`src/design/svm_pkg.sv`:
```
`timescale 1ns / 1ps
// ----------------------------------------------------------------------------
// svm_pkg
// shared types and codes of the stack machine executor: channel payloads,
// instruction and status codes, controller to datapath command and status
// ----------------------------------------------------------------------------
package svm_pkg;

	// instruction codes, anything above nop is unsupported
	typedef enum logic [3:0] {
		ACT_START  = 4'd0,
		ACT_I32    = 4'd1,
		ACT_I64    = 4'd2,
		ACT_ADD    = 4'd3,
		ACT_SUB    = 4'd4,
		ACT_MUL    = 4'd5,
		ACT_LGET   = 4'd6,
		ACT_LSET   = 4'd7,
		ACT_RETURN = 4'd8,
		ACT_DROP   = 4'd9,
		ACT_NOP    = 4'd10
	} action_e;

	typedef enum logic [2:0] {
		ST_OK          = 3'd0,
		ST_RETURN      = 3'd1,
		ST_OVERFLOW    = 3'd2,
		ST_UNDERFLOW   = 3'd3,
		ST_RANGE       = 3'd4,
		ST_UNSUPPORTED = 3'd5,
		ST_IGNORED     = 3'd6
	} status_e;

	// configuration register indexes
	localparam int CFG_IDX_W = 4;
	localparam int CFG_DATA_W = 32;
	localparam logic [CFG_IDX_W-1:0] CFG_REG_ALLOC_EN = 4'd0;
	localparam logic [CFG_IDX_W-1:0] CFG_REGS_IN_USE = 4'd1;
	localparam logic REG_ALLOC_EN_RST = 1'b1;
	localparam logic [5:0] REGS_IN_USE_RST = 6'd32;

	localparam int DEPTH_FIELD_W = 12;

	typedef struct packed {
		logic [3:0]         action;
		logic signed [63:0] immediate;
		logic [15:0]        local_index;
	} instr_t;

	typedef struct packed {
		logic [2:0]                status;
		logic [DEPTH_FIELD_W-1:0] stack_depth;
		logic [63:0]               top_value;
	} result_t;

	typedef enum logic [1:0] {
		RD_BELOW2,
		RD_TOP,
		RD_IDX
	} rd_sel_e;

	typedef enum logic {
		WA_SP,
		WA_IDX
	} wa_sel_e;

	typedef enum logic [2:0] {
		WD_IMM32,
		WD_IMM64,
		WD_ALU,
		WD_RDATA,
		WD_LREG,
		WD_TOS
	} wd_sel_e;

	typedef enum logic [1:0] {
		SP_HOLD,
		SP_INC,
		SP_DEC,
		SP_DEC2
	} sp_op_e;

	typedef enum logic [1:0] {
		TOS_HOLD,
		TOS_WDATA,
		TOS_RDATA
	} tos_sel_e;

	typedef enum logic [1:0] {
		ALU_ADD,
		ALU_SUB,
		ALU_MUL
	} alu_op_e;

	typedef struct packed {
		logic     load_instr;
		logic     rd_en;
		rd_sel_e  rd_sel;
		logic     wr_en;
		wa_sel_e  wa_sel;
		wd_sel_e  wd_sel;
		sp_op_e   sp_op;
		tos_sel_e tos_sel;
		logic     alu_load;
		alu_op_e  alu_op;
		logic     lreg_wr;
		logic     res_load;
	} dp_cmd_t;

	typedef struct packed {
		logic sp_zero;
		logic sp_one;
		logic sp_full;
		logic in_regs;
		logic idx_range;
	} dp_stat_t;

endpackage

```
`src/design/svm_ctrl.sv`:
```
`timescale 1ns / 1ps
// ----------------------------------------------------------------------------
// svm_ctrl
// instruction sequencer: decodes, checks the run state and walks the
// datapath through the memory accesses of one instruction
// ----------------------------------------------------------------------------
module svm_ctrl (
	input  logic               clk,
	input  logic               arst_n,
	input  logic               in_valid,
	input  logic [3:0]         in_action,
	output logic               in_ready,
	input  logic               out_ready,
	output logic               out_valid,
	output logic [2:0]         out_status,
	input  svm_pkg::dp_stat_t  dp_stat,
	output svm_pkg::dp_cmd_t   dp_cmd
);

	typedef enum logic [2:0] {
		S_IDLE,
		S_EXEC,
		S_OP_WAIT,
		S_OP_PUSH,
		S_GET_WAIT,
		S_TOP_RD,
		S_TOP_WAIT,
		S_FINISH
	} state_t;

	typedef enum logic [1:0] {
		RUN_READY,
		RUN_RUNNING,
		RUN_STOPPED,
		RUN_ERROR
	} run_t;

	state_t            state_q, state_d;
	run_t              run_q, run_d;
	logic [3:0]        act_q, act_d;
	svm_pkg::status_e  st_q, st_d;
	logic              exec_q, exec_d;
	logic              out_valid_q, out_valid_d;
	logic [2:0]        res_status_q, res_status_d;
	svm_pkg::dp_cmd_t  cmd;

	always_comb begin
		state_d = state_q;
		run_d = run_q;
		act_d = act_q;
		st_d = st_q;
		exec_d = exec_q;
		res_status_d = res_status_q;
		out_valid_d = out_valid_q && !out_ready;
		in_ready = 1'b0;
		cmd = '0;
		cmd.rd_sel = svm_pkg::RD_TOP;
		cmd.wa_sel = svm_pkg::WA_SP;
		cmd.wd_sel = svm_pkg::WD_TOS;
		cmd.sp_op = svm_pkg::SP_HOLD;
		cmd.tos_sel = svm_pkg::TOS_HOLD;
		cmd.alu_op = svm_pkg::ALU_ADD;

		case (state_q)
			S_IDLE: begin
				in_ready = 1'b1;
				if (in_valid) begin
					cmd.load_instr = 1'b1;
					act_d = in_action;
					state_d = S_FINISH;
					exec_d = 1'b0;
					if (in_action == svm_pkg::ACT_START) begin
						run_d = RUN_RUNNING;
						st_d = svm_pkg::ST_OK;
					end else if (run_q != RUN_RUNNING) begin
						st_d = svm_pkg::ST_IGNORED;
					end else begin
						exec_d = 1'b1;
						state_d = S_EXEC;
					end
				end
			end
			S_EXEC: begin
				st_d = svm_pkg::ST_OK;
				state_d = S_FINISH;
				case (act_q)
					svm_pkg::ACT_I32, svm_pkg::ACT_I64: begin
						if (dp_stat.sp_full) begin
							st_d = svm_pkg::ST_OVERFLOW;
						end else begin
							cmd.wr_en = 1'b1;
							cmd.wd_sel = (act_q == svm_pkg::ACT_I32) ? svm_pkg::WD_IMM32
								: svm_pkg::WD_IMM64;
							cmd.sp_op = svm_pkg::SP_INC;
							cmd.tos_sel = svm_pkg::TOS_WDATA;
						end
					end
					svm_pkg::ACT_ADD, svm_pkg::ACT_SUB, svm_pkg::ACT_MUL: begin
						if (dp_stat.sp_zero) begin
							st_d = svm_pkg::ST_UNDERFLOW;
						end else if (dp_stat.sp_one) begin
							// first pop succeeds, second fails
							cmd.sp_op = svm_pkg::SP_DEC;
							st_d = svm_pkg::ST_UNDERFLOW;
						end else begin
							cmd.rd_en = 1'b1;
							cmd.rd_sel = svm_pkg::RD_BELOW2;
							state_d = S_OP_WAIT;
						end
					end
					svm_pkg::ACT_LGET: begin
						if (dp_stat.in_regs) begin
							if (dp_stat.sp_full) begin
								st_d = svm_pkg::ST_OVERFLOW;
							end else begin
								cmd.wr_en = 1'b1;
								cmd.wd_sel = svm_pkg::WD_LREG;
								cmd.sp_op = svm_pkg::SP_INC;
								cmd.tos_sel = svm_pkg::TOS_WDATA;
							end
						end else if (dp_stat.idx_range) begin
							st_d = svm_pkg::ST_RANGE;
						end else if (dp_stat.sp_full) begin
							st_d = svm_pkg::ST_OVERFLOW;
						end else begin
							cmd.rd_en = 1'b1;
							cmd.rd_sel = svm_pkg::RD_IDX;
							state_d = S_GET_WAIT;
						end
					end
					svm_pkg::ACT_LSET: begin
						if (dp_stat.sp_zero) begin
							st_d = svm_pkg::ST_UNDERFLOW;
						end else begin
							// value is popped before the index check
							cmd.sp_op = svm_pkg::SP_DEC;
							state_d = S_TOP_RD;
							if (dp_stat.in_regs) begin
								cmd.lreg_wr = 1'b1;
							end else if (dp_stat.idx_range) begin
								st_d = svm_pkg::ST_RANGE;
							end else begin
								cmd.wr_en = 1'b1;
								cmd.wa_sel = svm_pkg::WA_IDX;
								cmd.wd_sel = svm_pkg::WD_TOS;
							end
						end
					end
					svm_pkg::ACT_RETURN: begin
						st_d = svm_pkg::ST_RETURN;
					end
					svm_pkg::ACT_DROP: begin
						if (dp_stat.sp_zero) begin
							st_d = svm_pkg::ST_UNDERFLOW;
						end else begin
							cmd.sp_op = svm_pkg::SP_DEC;
							state_d = S_TOP_RD;
						end
					end
					svm_pkg::ACT_NOP: begin
						st_d = svm_pkg::ST_OK;
					end
					default: begin
						st_d = svm_pkg::ST_UNSUPPORTED;
					end
				endcase
			end
			S_OP_WAIT: begin
				cmd.alu_load = 1'b1;
				case (act_q)
					svm_pkg::ACT_SUB: cmd.alu_op = svm_pkg::ALU_SUB;
					svm_pkg::ACT_MUL: cmd.alu_op = svm_pkg::ALU_MUL;
					default:          cmd.alu_op = svm_pkg::ALU_ADD;
				endcase
				cmd.sp_op = svm_pkg::SP_DEC2;
				state_d = S_OP_PUSH;
			end
			S_OP_PUSH: begin
				cmd.wr_en = 1'b1;
				cmd.wd_sel = svm_pkg::WD_ALU;
				cmd.sp_op = svm_pkg::SP_INC;
				cmd.tos_sel = svm_pkg::TOS_WDATA;
				state_d = S_FINISH;
			end
			S_GET_WAIT: begin
				cmd.wr_en = 1'b1;
				cmd.wd_sel = svm_pkg::WD_RDATA;
				cmd.sp_op = svm_pkg::SP_INC;
				cmd.tos_sel = svm_pkg::TOS_WDATA;
				state_d = S_FINISH;
			end
			S_TOP_RD: begin
				if (dp_stat.sp_zero) begin
					state_d = S_FINISH;
				end else begin
					cmd.rd_en = 1'b1;
					cmd.rd_sel = svm_pkg::RD_TOP;
					state_d = S_TOP_WAIT;
				end
			end
			S_TOP_WAIT: begin
				cmd.tos_sel = svm_pkg::TOS_RDATA;
				state_d = S_FINISH;
			end
			S_FINISH: begin
				if (!out_valid_q || out_ready) begin
					cmd.res_load = 1'b1;
					out_valid_d = 1'b1;
					res_status_d = 3'(st_q);
					state_d = S_IDLE;
					if (exec_q) begin
						if (st_q == svm_pkg::ST_RETURN) begin
							run_d = RUN_STOPPED;
						end else if (st_q != svm_pkg::ST_OK) begin
							run_d = RUN_ERROR;
						end
					end
				end
			end
			default: begin
				state_d = S_IDLE;
			end
		endcase
	end

	always_ff @(posedge clk or negedge arst_n) begin
		if (!arst_n) begin
			state_q <= S_IDLE;
			run_q <= RUN_READY;
			act_q <= '0;
			st_q <= svm_pkg::ST_OK;
			exec_q <= 1'b0;
			out_valid_q <= 1'b0;
			res_status_q <= '0;
		end else begin
			state_q <= state_d;
			run_q <= run_d;
			act_q <= act_d;
			st_q <= st_d;
			exec_q <= exec_d;
			out_valid_q <= out_valid_d;
			res_status_q <= res_status_d;
		end
	end

	assign dp_cmd = cmd;
	assign out_valid = out_valid_q;
	assign out_status = res_status_q;

endmodule

```
`config.mk`:
```
export PLATFORM = sky130hd
export DESIGN_NAME = svm_ctrl
export DESIGN_NICKNAME = d
export VERILOG_FILES = /design/src/design/svm_pkg.sv /design/src/design/svm_ctrl.sv
export SDC_FILE = /design/constraint.sdc
export NUM_CORES = 1
export LEC_CHECK = 0
export BUFFER_PORTS_ARGS = -buffer_cell sky130_fd_sc_hd__buf_2
export CAP_MARGIN = 20
export CORE_MARGIN = 3
export CORE_UTILIZATION = 50
export CTS_BUF_LIST = sky130_fd_sc_hd__clkbuf_4 sky130_fd_sc_hd__clkbuf_8
export CTS_CLUSTER_DIAMETER = 100
export DETAILED_ROUTE_END_ITERATION = 6
export PLACE_DENSITY = 0.74
export SLEW_MARGIN = 20
export SYNTH_ARGS = -nofsm -noshare
export SYNTH_HDL_FRONTEND = slang
export SYNTH_SLANG_ARGS = --single-unit
```
`constraint.sdc`:
```
create_clock -name clk -period 5.3 [get_ports clk]
set_clock_uncertainty 0.05 [all_clocks]
set_input_delay 1.59 -clock clk [delete_from_list [all_inputs] [get_ports clk]]
set_output_delay 1.59 -clock clk [all_outputs]
set_load 0.05 [all_outputs]
```
==> flow_metrics.tcl <==
set metrics [dict create \
    status "finished, final reports clean" \
    vias_per_cell 6.11 \
    drc_errors 0 \
    min_period_over_period_pct 86.4 \
    cts_tree "done" \
    crit_type "primary input to primary output" \
    die_h_um 56.5 \
    nets 196 \
    postCtsSetupBuffers 0 \
    fill_cells 215 \
    area_delta_synth_final_pct 14.1 \
    fin_setup_tns_ps 0 \
    syn_inst 154 \
    clock_path_buffers 2 \
    wl_per_cell_um 15.4 \
    synth.net_count 167 \
    hold_path_class "flip-flop to flip-flop" \
    drtIter0Drc 60 \
    floorplan.initialDensity_pct 55.1 \
    grt_pass1_wl_mm 5.58 \
    clk_pin_slew_ps 100 \
    slew_headroom_pct 61.0 \
    ys_seq_area_share_pct 33.3 \
    cts_sinks 17 \
    ys_types 49 \
    hold_viol 0 \
    slew_viol_final 0 \
    grt_max_degree 20 \
    die_w_um 56.5 \
    end_kind "primary output" \
    rrSetupSlack_ps 3430 \
    antenna_found_initial 0 \
    fp-row-count 17 \
    whs_ps 446 \
    synth_area_per_cell_um2 8.30 \
    ys_top_cells_by_area "dfrtp_1 33%, nand2_1 4.1%, mux2i_1 3.9%, nand2b_1 3.9%, o21ai_0 3.5%" \
    synth-edff-count 0 \
    drv_cap 0 \
    final_antenna_net_count 0 \
    fmax_ghz 0.218 \
    grt.total_usage_pct 21.7 \
    wl_mm 3.24 \
    placed_area_um2 1430 \
    htreeDepth 1 \
    cp_max_fo 6 \
    fin_crit_ps 4580 \
    worst_slew_pin_slew_ps 585 \
    ios 36 \
    gp_congestion 0.885 \
    die_area_um2 3200 \
    core_um2 2320 \
    critPathArrivalTime_ps 2940 \
    clk_latency_ps 300 \
    yosysTopAreaCell "dfrtp_1" \
    drt_first_pass_iters 4 \
    drive_above_1_share_pct 26.9 \
    cts_resized 0 \
    setup_viol 0 \
    rsz0062_at_grt "false" \
    root_buffer "clkbuf_4" \
    synth_top_area_share_pct 33.3 \
    irDropWorstVdd_mv 0.410 \
    ys_seq_elements 17 \
    critPathLaunchType "primary input" \
    fin_ws_ps 723 \
    hold_buffers 0 \
    gr-total-overflow 0 \
    cp.required_ps 3660 \
    num_antenna_cells 0 \
    cts_buffers 3 \
    dr_total_vias 1283 \
    post-place-ws_ps 716 \
    pwr_density_cell_nw_per_um2 683 \
    grt_pass1_vias 1184 \
    netlist_area_um2 1280 \
    p_leak_nw 0.681 \
    port_buffers 35 \
    design_area_um2 1460 \
    synth_flop_cell "dfrtp_1" \
    dp_hpwl_mm 2.50 \
    ys_warn_count 0 \
    async_flop_share_pct 100 \
]
layer usage:
layer  up-vias  share of wire (%)  track usage (%)
met5         -                  0                0
met4         0                2.0             7.46
met1       592                 42             28.2
met3         8                8.0             5.98
met2        60                 48             34.5
li1        623                  -                -
path summary, 6_finish.rpt:
| kind | depth (start not counted) | start | end |
|---|---|---|---|
| min | 1 | run_q[1] | run_q[1] |
| max reg2reg | 4 | act_q[1] | st_q[0] |
| max | 6 | dp_stat[1] | dp_cmd[16] |
| min in group asynchronous | 1 | arst_n | st_q[2] |
| max in group asynchronous | 1 | arst_n | exec_q |
| min reg2reg | 1 | run_q[1] | run_q[1] |
cells in the mapped netlist (3+ instances only):
master	instances
a21o_1	3
a31oi_1	5
buf_2	3
clkbuf_1	5
dfrtp_1	17
inv_1	10
mux2_2	3
mux2i_1	5
nand2_1	14
nand2b_1	8
nor2_1	10
nor2b_1	5
nor3_1	5
nor4_1	4
o21ai_0	9
o22ai_1	3
cell usage in the layout (no fill, tap or decap), drive strengths merged, types with 2 or more instances in the layout:
master,Yosys,routed
nand2,14,14
o41ai,2,2
a211oi,2,2
nor3b,3,3
o31ai,2,2
buf,6,35
nand3,2,2
o221ai,2,2
o21ai,11,11
nor2b,5,5
nor4,4,4
or2,3,3
o22ai,3,3
a21oi,2,2
nor3,5,5
inv,10,10
clkbuf,5,4
nor2,10,10
a31oi,5,5
o2bb2ai,2,2
dfrtp,17,17
a21o,3,3
mux2i,5,5
mux2,3,3
nand4,2,2
nand2b,8,8
registers in the layout, indices dropped and copies added (netlist names):
name        count
run_q           2
state_q         3
exec_q          1
act_q           4
out_status      3
out_valid       1
st_q            3
worst max-delay path, stage by stage:
cell and delay (ps):
buf_2 130, or3_1 410, o221ai_1 210, nand4_1 180, o41ai_1 100, buf_2 310
report_power, final:
group          switching [mW]  internal [mW]  leakage, nW
sequential              0.106          0.184        0.198
combinational           0.428          0.200        0.464
clock                  0.0418         0.0345       0.0184
area by class of cell:
type	instances	area [um^2]	share of cell area, %
inverters	10	37.5	2.58
flip-flops and latches	17	425	29.2
clock buffers	4	30.0	2.06
well taps	28	35.0	2.40
repair buffers	35	175	12.0
multi-input cells	116	754	51.8
cells by family after synthesis:
family / count (synthesis) / share of synthesized area (%)
AOI/OAI and AO/OA: 43 / 23.7
xor gates and xnor gates: 1 / 0.686
buffers and inverters: 21 / 7.64
DFF: 17 / 33.3
muxes: 8 / 6.56
and+or+nand+nor: 64 / 28.1
stage by stage:
step	std cells	utilization, %	power (mW)
after floorplan	154	-	0.793
after global placement	206	61.6	0.907
after detailed placement	206	61.6	0.917
after CTS	210	62.9	0.994
after global routing	210	62.9	1.07
final	210	62.9	0.995
(Power assumes the default switching activity.)
